**config.mk**
```make
export PLATFORM = sky130hd
export DESIGN_NAME = carryless_range_encoder
export DESIGN_NICKNAME = d
export VERILOG_FILES = /design/src/design/cre_pkg.sv /design/src/design/cre_div.sv /design/src/design/cre_mul.sv /design/src/design/carryless_range_encoder.sv
export VERILOG_INCLUDE_DIRS = /design/src /design/src/design
export SDC_FILE = /design/constraint.sdc
export NUM_CORES = 2
export LEC_CHECK = 0
export BUFFER_PORTS_ARGS = -buffer_cell sky130_fd_sc_hd__buf_2
export CORE_AREA = 2 2 183 275
export DETAILED_ROUTE_END_ITERATION = 10
export DIE_AREA = 0 0 185 277
export GPL_TIMING_DRIVEN = 0
export PLACE_DENSITY = 0.95
export SLEW_MARGIN = 30
export SYNTH_ARGS = -nofsm -noshare
export SYNTH_HDL_FRONTEND = slang
export SYNTH_SLANG_ARGS = --single-unit
```
**constraint.sdc**
```tcl
create_clock -name i_clk -period 30.8 [get_ports i_clk]
set_input_delay 1.54 -clock i_clk [delete_from_list [all_inputs] [get_ports i_clk]]
set_output_delay 1.54 -clock i_clk [all_outputs]
set_load 0.01 [all_outputs]
```
**src/design/assert_macros.svh**
```systemverilog
// Assertion macros used by the encoder top level.
// Defining ASSERT_OFF turns every check into an empty statement.
`ifndef ASSERT_MACROS_SVH
`define ASSERT_MACROS_SVH

`ifndef ASSERT_OFF
`define ASSERT_CLK(lbl, clk, rst_n, prop) \
    lbl: assert property (@(posedge clk) disable iff (!rst_n) prop) \
        else $error("assertion failed");
`define ASSERT_NEVER(lbl, clk, rst_n, cond) \
    lbl: assert property (@(posedge clk) disable iff (!rst_n) !(cond)) \
        else $error("forbidden condition seen");
`else
`define ASSERT_CLK(lbl, clk, rst_n, prop)
`define ASSERT_NEVER(lbl, clk, rst_n, cond)
`endif

`endif

```
**src/design/cre_pkg.sv**
```systemverilog
// Shared types and constants of the carryless range encoder.
// No dependencies; used by every module of the block.
package cre_pkg;

    localparam int WORD_W   = 32;
    localparam int DEN_W    = 16;
    localparam int BYTE_W   = 8;
    localparam int OP_W     = 2;
    localparam int TOP_BITS = 24;
    localparam int MAX_EMIT = 4;
    localparam int CNT_W    = 3;

    localparam logic [OP_W-1:0] OP_INTERVAL = 2'd0;
    localparam logic [OP_W-1:0] OP_BINARY   = 2'd1;
    localparam logic [OP_W-1:0] OP_FLUSH    = 2'd2;

    typedef struct packed {
        logic busy;
        logic done;
    } t_div_stat;

endpackage

```
**src/design/cre_div.sv**
```systemverilog
// Bit-serial restoring divider: 32-bit dividend by 16-bit divisor, one bit per cycle.
// Depends on cre_pkg. A zero divisor yields an all-ones quotient.
module cre_div (
    input  logic                         i_clk,
    input  logic                         i_rst_n,
    input  logic                         i_start,
    input  logic [cre_pkg::WORD_W-1:0]   i_dividend,
    input  logic [cre_pkg::DEN_W-1:0]    i_divisor,
    output logic [cre_pkg::WORD_W-1:0]   o_quotient,
    output cre_pkg::t_div_stat           o_stat
);
    import cre_pkg::*;

    logic [WORD_W-1:0] r_quo;
    logic [DEN_W-1:0]  r_rem;
    logic [DEN_W-1:0]  r_den;
    logic [4:0]        r_cnt;
    logic              r_busy;
    logic              r_done;

    logic [DEN_W:0] w_trial;
    logic [DEN_W:0] w_diff;
    logic           w_ge;

    assign w_trial = {r_rem, r_quo[WORD_W-1]};
    assign w_diff  = w_trial - {1'b0, r_den};
    assign w_ge    = (w_trial >= {1'b0, r_den});

    always_ff @(posedge i_clk) begin
        if (!i_rst_n) begin
            r_busy <= 1'b0;
            r_done <= 1'b0;
            r_cnt  <= '0;
        end else begin
            r_done <= 1'b0;
            if (i_start) begin
                r_quo  <= i_dividend;
                r_rem  <= '0;
                r_den  <= i_divisor;
                r_cnt  <= '0;
                r_busy <= 1'b1;
            end else if (r_busy) begin
                r_rem <= w_ge ? w_diff[DEN_W-1:0] : w_trial[DEN_W-1:0];
                r_quo <= {r_quo[WORD_W-2:0], w_ge};
                r_cnt <= r_cnt + 5'd1;
                if (r_cnt == 5'(WORD_W - 1)) begin
                    r_busy <= 1'b0;
                    r_done <= 1'b1;
                end
            end
        end
    end

    assign o_quotient  = r_quo;
    assign o_stat.busy = r_busy;
    assign o_stat.done = r_done;

endmodule

```
**src/design/cre_mul.sv**
```systemverilog
// Shared 32 by 32 multiplier keeping the low 32 bits of the product, registered.
// Depends on cre_pkg.
module cre_mul (
    input  logic                       i_clk,
    input  logic                       i_en,
    input  logic [cre_pkg::WORD_W-1:0] i_a,
    input  logic [cre_pkg::WORD_W-1:0] i_b,
    output logic [cre_pkg::WORD_W-1:0] o_prod
);
    import cre_pkg::*;

    logic [WORD_W-1:0] r_prod;

    always_ff @(posedge i_clk) begin
        if (i_en) begin
            r_prod <= WORD_W'(i_a * i_b);
        end
    end

    assign o_prod = r_prod;

endmodule

```
**src/design/carryless_range_encoder.sv**
```systemverilog
// Top level of the carryless range encoder: sequencer, interval state, output register.
// Depends on cre_pkg, cre_div, cre_mul and assert_macros.svh.
//
//  channel | direction | handshake          | payload
//  input   | in        | i_valid / o_stall  | i_op i_cum_low i_cum_high i_total i_f0 i_shift i_bit_req
//  output  | out       | o_valid / i_stall  | o_out_byte o_last
//
// An interval encode keeps o_stall high through the bit-serial divider and the multiplies in
// S_MUL1 and S_MUL2, a binary encode through the multiply in S_BIN; both then pass S_NORM and
// S_LOOK once per emitted byte, or S_NORM alone when no byte is due. A flush emits four bytes.
// The next transfer is taken back in S_IDLE. The block takes one item at a time.
// Reset is synchronous and sets low to zero and range to all ones.
// A stalled output holds its byte; the sequencer waits while that byte is stalled.
`include "assert_macros.svh"

module carryless_range_encoder #(
    parameter int BOTTOM_BITS = 15
) (
    input  logic                       i_clk,
    input  logic                       i_rst_n,
    input  logic                       i_valid,
    output logic                       o_stall,
    input  logic [cre_pkg::OP_W-1:0]   i_op,
    input  logic [14:0]                i_cum_low,
    input  logic [15:0]                i_cum_high,
    input  logic [15:0]                i_total,
    input  logic [15:0]                i_f0,
    input  logic [4:0]                 i_shift,
    input  logic                       i_bit_req,
    output logic                       o_valid,
    input  logic                       i_stall,
    output logic [cre_pkg::BYTE_W-1:0] o_out_byte,
    output logic                       o_last
);
    import cre_pkg::*;

    localparam logic [WORD_W-1:0] BOT_VALUE = WORD_W'(1) << BOTTOM_BITS;
    localparam logic [WORD_W-1:0] BOT_MASK  = BOT_VALUE - WORD_W'(1);

    typedef enum logic [2:0] {
        S_IDLE,
        S_DIV,
        S_MUL1,
        S_MUL2,
        S_BIN,
        S_NORM,
        S_LOOK,
        S_FLUSH
    } t_state;

    t_state r_state, n_state;
    logic [WORD_W-1:0] r_low, n_low;
    logic [WORD_W-1:0] r_range, n_range;
    logic [WORD_W-1:0] r_q, n_q;
    logic [14:0]       r_cum_low, n_cum_low;
    logic [15:0]       r_cum_high, n_cum_high;
    logic              r_bit, n_bit;
    logic [CNT_W-1:0]  r_cnt, n_cnt;
    logic [BYTE_W-1:0] r_byte, n_byte;
    logic              r_out_valid, n_out_valid;
    logic [BYTE_W-1:0] r_out_byte, n_out_byte;
    logic              r_out_last, n_out_last;

    logic              w_div_start;
    logic [WORD_W-1:0] w_quo;
    t_div_stat         w_div_stat;
    logic              w_mul_en;
    logic [WORD_W-1:0] w_mul_a;
    logic [WORD_W-1:0] w_mul_b;
    logic [WORD_W-1:0] w_prod;
    logic [WORD_W-1:0] w_sum;
    logic              w_cond1;
    logic              w_cond2;
    logic              w_needs;
    logic [WORD_W-1:0] w_range_c;
    logic              w_out_free;
    logic              w_out_load;
    logic              w_last;

    cre_div u_div (
        .i_clk      (i_clk),
        .i_rst_n    (i_rst_n),
        .i_start    (w_div_start),
        .i_dividend (r_range),
        .i_divisor  (i_total),
        .o_quotient (w_quo),
        .o_stat     (w_div_stat)
    );

    cre_mul u_mul (
        .i_clk  (i_clk),
        .i_en   (w_mul_en),
        .i_a    (w_mul_a),
        .i_b    (w_mul_b),
        .o_prod (w_prod)
    );

    assign w_sum     = r_low + r_range;
    assign w_cond1   = ((r_low ^ w_sum) >> TOP_BITS) == '0;
    assign w_cond2   = (r_range < BOT_VALUE);
    assign w_needs   = w_cond1 || w_cond2;
    assign w_range_c = (!w_cond1 && w_cond2) ? ((WORD_W'(0) - r_low) & BOT_MASK) : r_range;
    assign w_out_free = !r_out_valid || !i_stall;

    always_comb begin
        n_state     = r_state;
        n_low       = r_low;
        n_range     = r_range;
        n_q         = r_q;
        n_cum_low   = r_cum_low;
        n_cum_high  = r_cum_high;
        n_bit       = r_bit;
        n_cnt       = r_cnt;
        n_byte      = r_byte;
        n_out_valid = r_out_valid && i_stall;
        n_out_byte  = r_out_byte;
        n_out_last  = r_out_last;
        w_div_start = 1'b0;
        w_mul_en    = 1'b0;
        w_mul_a     = '0;
        w_mul_b     = '0;
        w_out_load  = 1'b0;
        w_last      = 1'b0;
        case (r_state)
            S_IDLE: begin
                if (i_valid) begin
                    n_cum_low  = i_cum_low;
                    n_cum_high = i_cum_high;
                    n_bit      = i_bit_req;
                    n_cnt      = '0;
                    case (i_op)
                        OP_INTERVAL: begin
                            w_div_start = 1'b1;
                            n_state     = S_DIV;
                        end
                        OP_BINARY: begin
                            w_mul_en = 1'b1;
                            w_mul_a  = WORD_W'(i_f0);
                            w_mul_b  = r_range >> i_shift;
                            n_state  = S_BIN;
                        end
                        OP_FLUSH: begin
                            n_state = S_FLUSH;
                        end
                        default: begin
                            n_state = S_IDLE;
                        end
                    endcase
                end
            end
            S_DIV: begin
                if (w_div_stat.done) begin
                    w_mul_en = 1'b1;
                    w_mul_a  = w_quo;
                    w_mul_b  = WORD_W'(r_cum_low);
                    n_q      = w_quo;
                    n_state  = S_MUL1;
                end
            end
            S_MUL1: begin
                n_low    = r_low + w_prod;
                w_mul_en = 1'b1;
                w_mul_a  = r_q;
                w_mul_b  = WORD_W'(r_cum_high) - WORD_W'(r_cum_low);
                n_state  = S_MUL2;
            end
            S_MUL2: begin
                n_range = w_prod;
                n_state = S_NORM;
            end
            S_BIN: begin
                if (!r_bit) begin
                    n_range = w_prod;
                end else begin
                    n_low   = r_low + w_prod;
                    n_range = r_range - w_prod;
                end
                n_state = S_NORM;
            end
            S_NORM: begin
                if (w_needs) begin
                    n_byte  = r_low[WORD_W-1 -: BYTE_W];
                    n_low   = r_low << BYTE_W;
                    n_range = w_range_c << BYTE_W;
                    n_cnt   = r_cnt + CNT_W'(1);
                    n_state = S_LOOK;
                end else begin
                    n_state = S_IDLE;
                end
            end
            S_LOOK: begin
                if (w_out_free) begin
                    w_last      = (r_cnt == CNT_W'(MAX_EMIT)) || !w_needs;
                    w_out_load  = 1'b1;
                    n_out_valid = 1'b1;
                    n_out_byte  = r_byte;
                    n_out_last  = w_last;
                    n_state     = w_last ? S_IDLE : S_NORM;
                end
            end
            S_FLUSH: begin
                if (w_out_free) begin
                    w_last      = (r_cnt == CNT_W'(MAX_EMIT - 1));
                    w_out_load  = 1'b1;
                    n_out_valid = 1'b1;
                    n_out_byte  = r_low[WORD_W-1 -: BYTE_W];
                    n_out_last  = w_last;
                    n_low       = r_low << BYTE_W;
                    n_cnt       = r_cnt + CNT_W'(1);
                    n_state     = w_last ? S_IDLE : S_FLUSH;
                end
            end
            default: begin
                n_state = S_IDLE;
            end
        endcase
    end

    always_ff @(posedge i_clk) begin
        if (!i_rst_n) begin
            r_state     <= S_IDLE;
            r_low       <= '0;
            r_range     <= '1;
            r_cnt       <= '0;
            r_out_valid <= 1'b0;
        end else begin
            r_state     <= n_state;
            r_low       <= n_low;
            r_range     <= n_range;
            r_cnt       <= n_cnt;
            r_out_valid <= n_out_valid;
        end
        r_q        <= n_q;
        r_cum_low  <= n_cum_low;
        r_cum_high <= n_cum_high;
        r_bit      <= n_bit;
        r_byte     <= n_byte;
        r_out_byte <= n_out_byte;
        r_out_last <= n_out_last;
    end

    assign o_stall    = (r_state != S_IDLE);
    assign o_valid    = r_out_valid;
    assign o_out_byte = r_out_byte;
    assign o_last     = r_out_last;

    `ASSERT_NEVER(a_no_overwrite, i_clk, i_rst_n, w_out_load && r_out_valid && i_stall)
    `ASSERT_NEVER(a_cnt_bound, i_clk, i_rst_n, r_cnt > CNT_W'(MAX_EMIT))
    `ASSERT_CLK(a_norm_below_max, i_clk, i_rst_n, (r_state == S_NORM) |-> (r_cnt < CNT_W'(MAX_EMIT)))
    `ASSERT_CLK(a_div_done_in_div, i_clk, i_rst_n, w_div_stat.done |-> (r_state == S_DIV))

endmodule

```
==> results of run 1 <==
-- synthesized netlist by cell type, types with 14 or more instances --
cell / n
a21oi_1: 168
inv_1: 621
nor3_1: 35
o21bai_1: 23
and2_1: 59
fa_1: 412
clkbuf_1: 136
nand2_1: 619
ha_1: 257
o21ai_0: 130
nor2b_1: 39
nand3_1: 49
or2_2: 15
a31oi_1: 25
o22ai_1: 16
a22oi_1: 29
xor2_1: 56
dfxtp_1: 78
mux2i_1: 48
a21o_1: 53
nand2b_1: 26
or3_1: 16
a211oi_1: 20
buf_2: 16
nor4_1: 15
mux4_2: 18
o211ai_1: 20
a22o_1: 22
nor2_1: 332
and3_1: 14
xnor2_1: 110
o21a_1: 19
nand4_1: 18
edfxtp_1: 177
-- logic make-up after synthesis --
| logic type | share of synthesized area (%) |
|---|---|
| mux | 3.649 |
| compound gates | 12.72 |
| flops | 20.28 |
| fa+ha+maj | 33.81 |
| buf+inv | 9.058 |
| simple gates | 16.07 |
| xor+xnor | 4.420 |
-- through the flow --
step                setup slack, ns  hold WS [ns]  instance area [µm²]
global placement              18.04        0.4632                35150
CTS                           18.52        0.4951                36250
detailed placement            18.47        0.4830                35350
floorplan                     20.49        0.4453                33910
-- routing by layer --
metal  overflow  GRT usage [%]
met1          0          58.91
met2          1          85.06
met3          0          30.75
met4          0          62.98
met5          0          1.268
==> results by stage, run 1 <==
Outcome:
- The run stopped with a tool error.
- The stage where the flow stopped is 5_1_grt.
- The first error in the log reads "[ERROR GRT-0116] Global routing finished with congestion. Check the congestion regions in the DRC Viewer".

CTS:
- The clock passes through at most 3 buffers.
- CTS saw 255 sinks.
- The library cell used as clock root buffer is clkbuf_16.
- The number of buffers added by the clock tree synthesis step is 26.
- In this run the number of H-tree levels came out at 1.
- The count of buffers added by post-CTS timing repair for setup is 0.
- The total of hold buffers inserted after clock tree synthesis is 0.
- Post-CTS repair changed the size of 0 cells.

Yosys:
- The synthesized area divided by synthesized cell count is 8.733 µm².
- The synthesized netlist contains 87 unique library cells.
- The number of nets in the synthesized netlist is 4627.
- The post-synthesis cell count is 3883.
- The most used flip-flop cell after synthesis is edfxtp_1.
- The sequential share of the synthesized area is 20.28%.
- Summed over its instances, the top area cell type makes up 24.32% of the synthesized netlist area.
- The total number of yosys warnings is 0.
- The number of flip-flops and latches in the synthesized netlist is 255.
- The count of flip-flops with a built-in enable after synthesis is 177.
- Sorting the synthesized cells by area gives the leading types as fa_1, edfxtp_1, ha_1.
- The fraction of synthesis flops using an asynchronous set or reset pin is 0%.
- The post-synthesis cell type with the largest combined area is fa_1.
- The cell area that synthesis handed to floorplanning was 33910 µm².

Die:
- The top-level port count is 86.
- In this run the horizontal extent of the chip is 185 µm.
- In this run the vertical extent of the chip is 277 µm.
- The effective utilization at floorplan is 69.14%.
- The total number of placement rows is 100.

GRT:
- The via count of the first global-routing pass was 34410.
- The total congestion overflow is 1.
- The total routing resource utilization after global routing is 59.45%.
- Entering global routing, the biggest net connects 33 pins.
- The first global-routing pass estimated 218900 µm of wire.

Placement:
- The count of buffers inserted at the top-level ports is 82.
- In this run, placement finished with an instance count of 4638.
- The HPWL after detailed placement is 106500 µm.
- The congestion estimate from routability-driven global placement came to 1.170.
==> inputs of run 2 (changes only) <==
Settings changed: CORE_AREA 2 2 183 275 to 2 2 295 297, DIE_AREA 0 0 185 277 to 0 0 297 299, PLACE_DENSITY 0.95 to not set, PLACE_DENSITY_LB_ADDON set to 0.15.
==> run 2 against run 1 <==
  * The run now ends clean
  * Synthesized cell count stayed put
  * Synthesized area unchanged
==> results by stage, run 2 <==
Timing:
- Setup repair after global routing left no endpoint under its margin.
- The tightest hold path in the finished design has a slack of 0.4836 ns.
- For the pin with the worst max-slew slack, the measured transition is 1.119 ns.
- Clock skew on the completed layout was measured at 0.02122 ns.
- The final number of max-transition violations was 0.
- For the final routed database, the setup TNS stands at 0 ns.
- The worst-case headroom to the max-slew limit is 25.40%.
- The final critical path time including I/O delays and setup is 12.12 ns.
- The period utilization is 39.34%.
- The number of failing hold endpoints at the final stage is 0.
- The maximum achievable frequency is 82.54 MHz.
- Setup violations remaining at the end of the flow were counted as 0.

Yosys:
- In the synthesized netlist the dominant register cell turns out to be edfxtp_1.
- The unique cell type count in the Yosys netlist came to 87 (unchanged).
- The synthesized area divided by synthesized cell count is 8.733 µm² (unchanged).
- The number of flip-flops and latches in the synthesized netlist is 255 (unchanged).
- The total standard cell area after synthesis is 33910 µm² (unchanged).
- The count of flip-flops with a built-in enable after synthesis is 177 (unchanged).
- The most numerous cell in the Yosys netlist is inv_1.
- The area share of the largest cell type after synthesis is 24.32% (unchanged).
- The post-synthesis cell count is 3883 (unchanged).
- The net count after synthesis is 4627 (unchanged).
- The post-synthesis cell type with the largest combined area is fa_1.
- The sequential share of the synthesized area is 20.28% (unchanged).
- Yosys attributes the largest share of cell area to fa_1, edfxtp_1, ha_1.
- The fraction of synthesis flops using an asynchronous set or reset pin is 0% (unchanged).
- The total number of yosys warnings came to 0 (unchanged).
- Sorting the synthesized cells by how often they occur yields inv_1, nand2_1, fa_1.

Setup path:
- The setup slack of the most critical reg-to-reg path is 18.68 ns.
- STA classifies the critical path endpoint as a register.
- The largest single stage delay on the critical path is 0.60 ns.
- The kind of start point of the critical path is a register.
- The category of the critical setup timing path is reg -> reg.
- The slowest library cell on the worst path is fa_1.
- Of all nets on the critical path, the largest fanout is 10.
- The signal arrival time at the worst endpoint is 12.42 ns.
- For the worst setup path, the data required time is 31.11 ns.
- The cell occurring most often along the worst timing path is xnor2_1.
- The endpoint identified for the worst register-to-register timing path is u_mul.o_prod[31].
- The depth of the worst register-to-register path is 39.
- The worst register-to-register path begins at r_cum_low[0].

Hold path:
- The tightest min-delay check is of the reg -> reg type.
- The hold path startpoint is u_div.o_quotient[13].
- The end point of the worst hold path is r_q[13].
- The worst hold path stage count is 0.

Drt:
- After the first detailed-routing iteration, the DRC count stood at 2511.
- The remaining number of nets flagged by the antenna check after routing is 0.
- The routed via count is 28880.
- Dividing the detail-routed via count by the number of cells gives 5.575.
- After detailed routing, the average wire length per cell comes to 25.02 µm.
- For this run, design rule violations remaining after detail routing come to 0.
- The number of detailed-routing iterations run before antenna repair is 8.
- The total wire length after detailed routing is 129600 µm.

Layout:
- The finished layout holds 5180 standard cells, fillers aside.
- In the layout the commonest cells are inv_1, nand2_1, fa_1, nor2_1, ha_1.
- Leaving out fill and tap cells, the most frequent cell in the layout is inv_1.
- The final standard cell area without fillers is 36780 µm².
- The number of filler cells placed in the layout is 8789.
- The post-layout net count is 4747.
- Relative to the synthesized area, the layout overhead comes to 8.464%.
- The layout cell share with drive strength beyond 1 is 5.765%.
- The final core utilization is 42.80%.

Die:
- The x dimension of the die is 297 µm (+61%).
- The effective utilization at floorplan is 39.46% (-30 points).
- The die outline height is 299 µm (+7.9%).
- The full die area is 88800 µm².
- The top-level port count is 86 (unchanged).
- The core region is 85940 µm².
- The total number of placement rows is 108 (+8.0%).

Power:
- Net switching is 53.62% of the power.
- The analysis attributes to cell leakage a power of 0.01689 µW.
- Power spread over the standard cell area amounts to 72.48 nW/µm².
- The part of the total power dissipated in sequential elements is 24.0%.
- The maximum vdd ir drop is 0.04941 mV.
- The proportion of power drawn by the clock network is 11.9%.
- The combinational share of power is 64.1%.
- In this run the power spent charging and discharging nets is 1429 µW.
- The internal portion of the total power is 1237 µW.

Placement:
- The total placed instance area was 35940 µm² (+1.7%).
- The routability congestion estimate was 0.9948 (-15%).
- The placed cell count was 5128 (+11%).
- The count of buffers inserted at the top-level ports is 82 (unchanged).
- The final HPWL from detailed placement is 105400 µm (-1.0%).

GRT:
- Global routing used 29.02% of the available tracks across all layers.
- Entering global routing, the biggest net connects 35 pins.
- The global-route wire length before repair is 190200 µm.
- The total congestion overflow is 0.
- The initial antenna violation count is 3.
- The via count of the first global-routing pass is 28620.

Run:
- The count of maximum capacitance violations is 0.

CTS:
- The number of buffers added by the clock tree synthesis step is 28 (+7.7%).
- The clock tree buffer depth came to 3 (unchanged).
- The clock tree from TritonCTS is built.
- The worst-skew pair later-pin latency is 0.58 ns.
- The count of buffers added by post-CTS timing repair for setup is 0 (unchanged).
- The library cell used as clock root buffer is clkbuf_16.
- Clock-pin slew was measured on the worst setup and hold paths at 0.06 ns.
- The number of H-tree levels came to 1 (unchanged).
- The number of instances resized during post-cts repair is 0 (unchanged).
- The total of hold buffers inserted after clock tree synthesis is 0 (unchanged).
- The TritonCTS sink count is 255 (unchanged).

Outcome:
- The run finished with clean final reports.
[run 2: cell type report]
cell class                      instances  area [µm²]  area share, %
Antenna cell                            1       2.502       0.006804
Timing Repair Buffer                   90       513.0          1.395
Inverter                              624        2342          6.368
Sequential cell                       255        6877          18.70
Clock buffer                           30       708.2          1.925
Multi-Input combinational cell       2836       24030          65.34
Clock inverter                         21       125.1         0.3402
Buffer                                168       737.0          2.004
Tap cell                             1155        1445          3.929
[run 2: routing by layer]
metal / GRT usage (%) / up-vias / share of wire (%)
li1: - / 12980 / -
met1: 40.29 / 14430 / 43
met2: 45.33 / 1205 / 44
met3: 5.351 / 250 / 8.5
met4: 10.56 / 6 / 4.3
met5: 0 / - / 0.035
[run 2: worst max-delay path by stage]
stage / startpoint / to / depth (start not counted)
3_5_place_dp: i_shift[1] / u_mul.o_prod[31] / 36
5_1_grt: r_cum_low[0] / u_mul.o_prod[31] / 39
3_3_place_gp: r_state[1] / u_mul.o_prod[31] / 40
6_report: r_cum_low[0] / u_mul.o_prod[31] / 39
2_1_floorplan: i_shift[1] / u_mul.o_prod[31] / 38
4_1_cts: r_cum_low[0] / u_mul.o_prod[31] / 39
[run 2: kinds of logic after synthesis]
group | after synthesis | share of synthesized area, %
compound gates | 653 | 12.72
xor+xnor | 168 | 4.420
fa+ha+maj | 669 | 33.81
buf+inv | 792 | 9.058
flops | 255 | 20.28
mux | 85 | 3.649
simple gates | 1261 | 16.07
[run 2: critical path: cells and delay by family (launching register included)]
family                     cells  cell delay [ns]
adders and majority gates     10             4.45
AOI/OAI and AO/OA              7             2.30
xor gates and xnor gates      14             2.65
DFF                            1             0.50
and+or+nand+nor                2             0.35
buffers and inverters          6             1.57
[run 2: power by group through the flow]
stage / sequential, µW / clock [µW] / combinational, µW
floorplan: 526 / 0 / 1160
global placement: 642 / 0 / 1660
detailed placement: 637 / 0 / 1670
CTS: 632 / 325 / 1680
global route: 640 / 337 / 1860
finish: 640 / 316 / 1710
[run 2: metrics by stage]
step                      total power (µW)  setup WS (ns)
after floorplan                       1682          20.49
final                                 2666          18.68
after CTS                             2641          18.77
after global placement                2303          17.40
after detailed placement              2308          18.41
after global routing                  2842          18.30
Note: power is estimated with default switching activity, not from simulation.
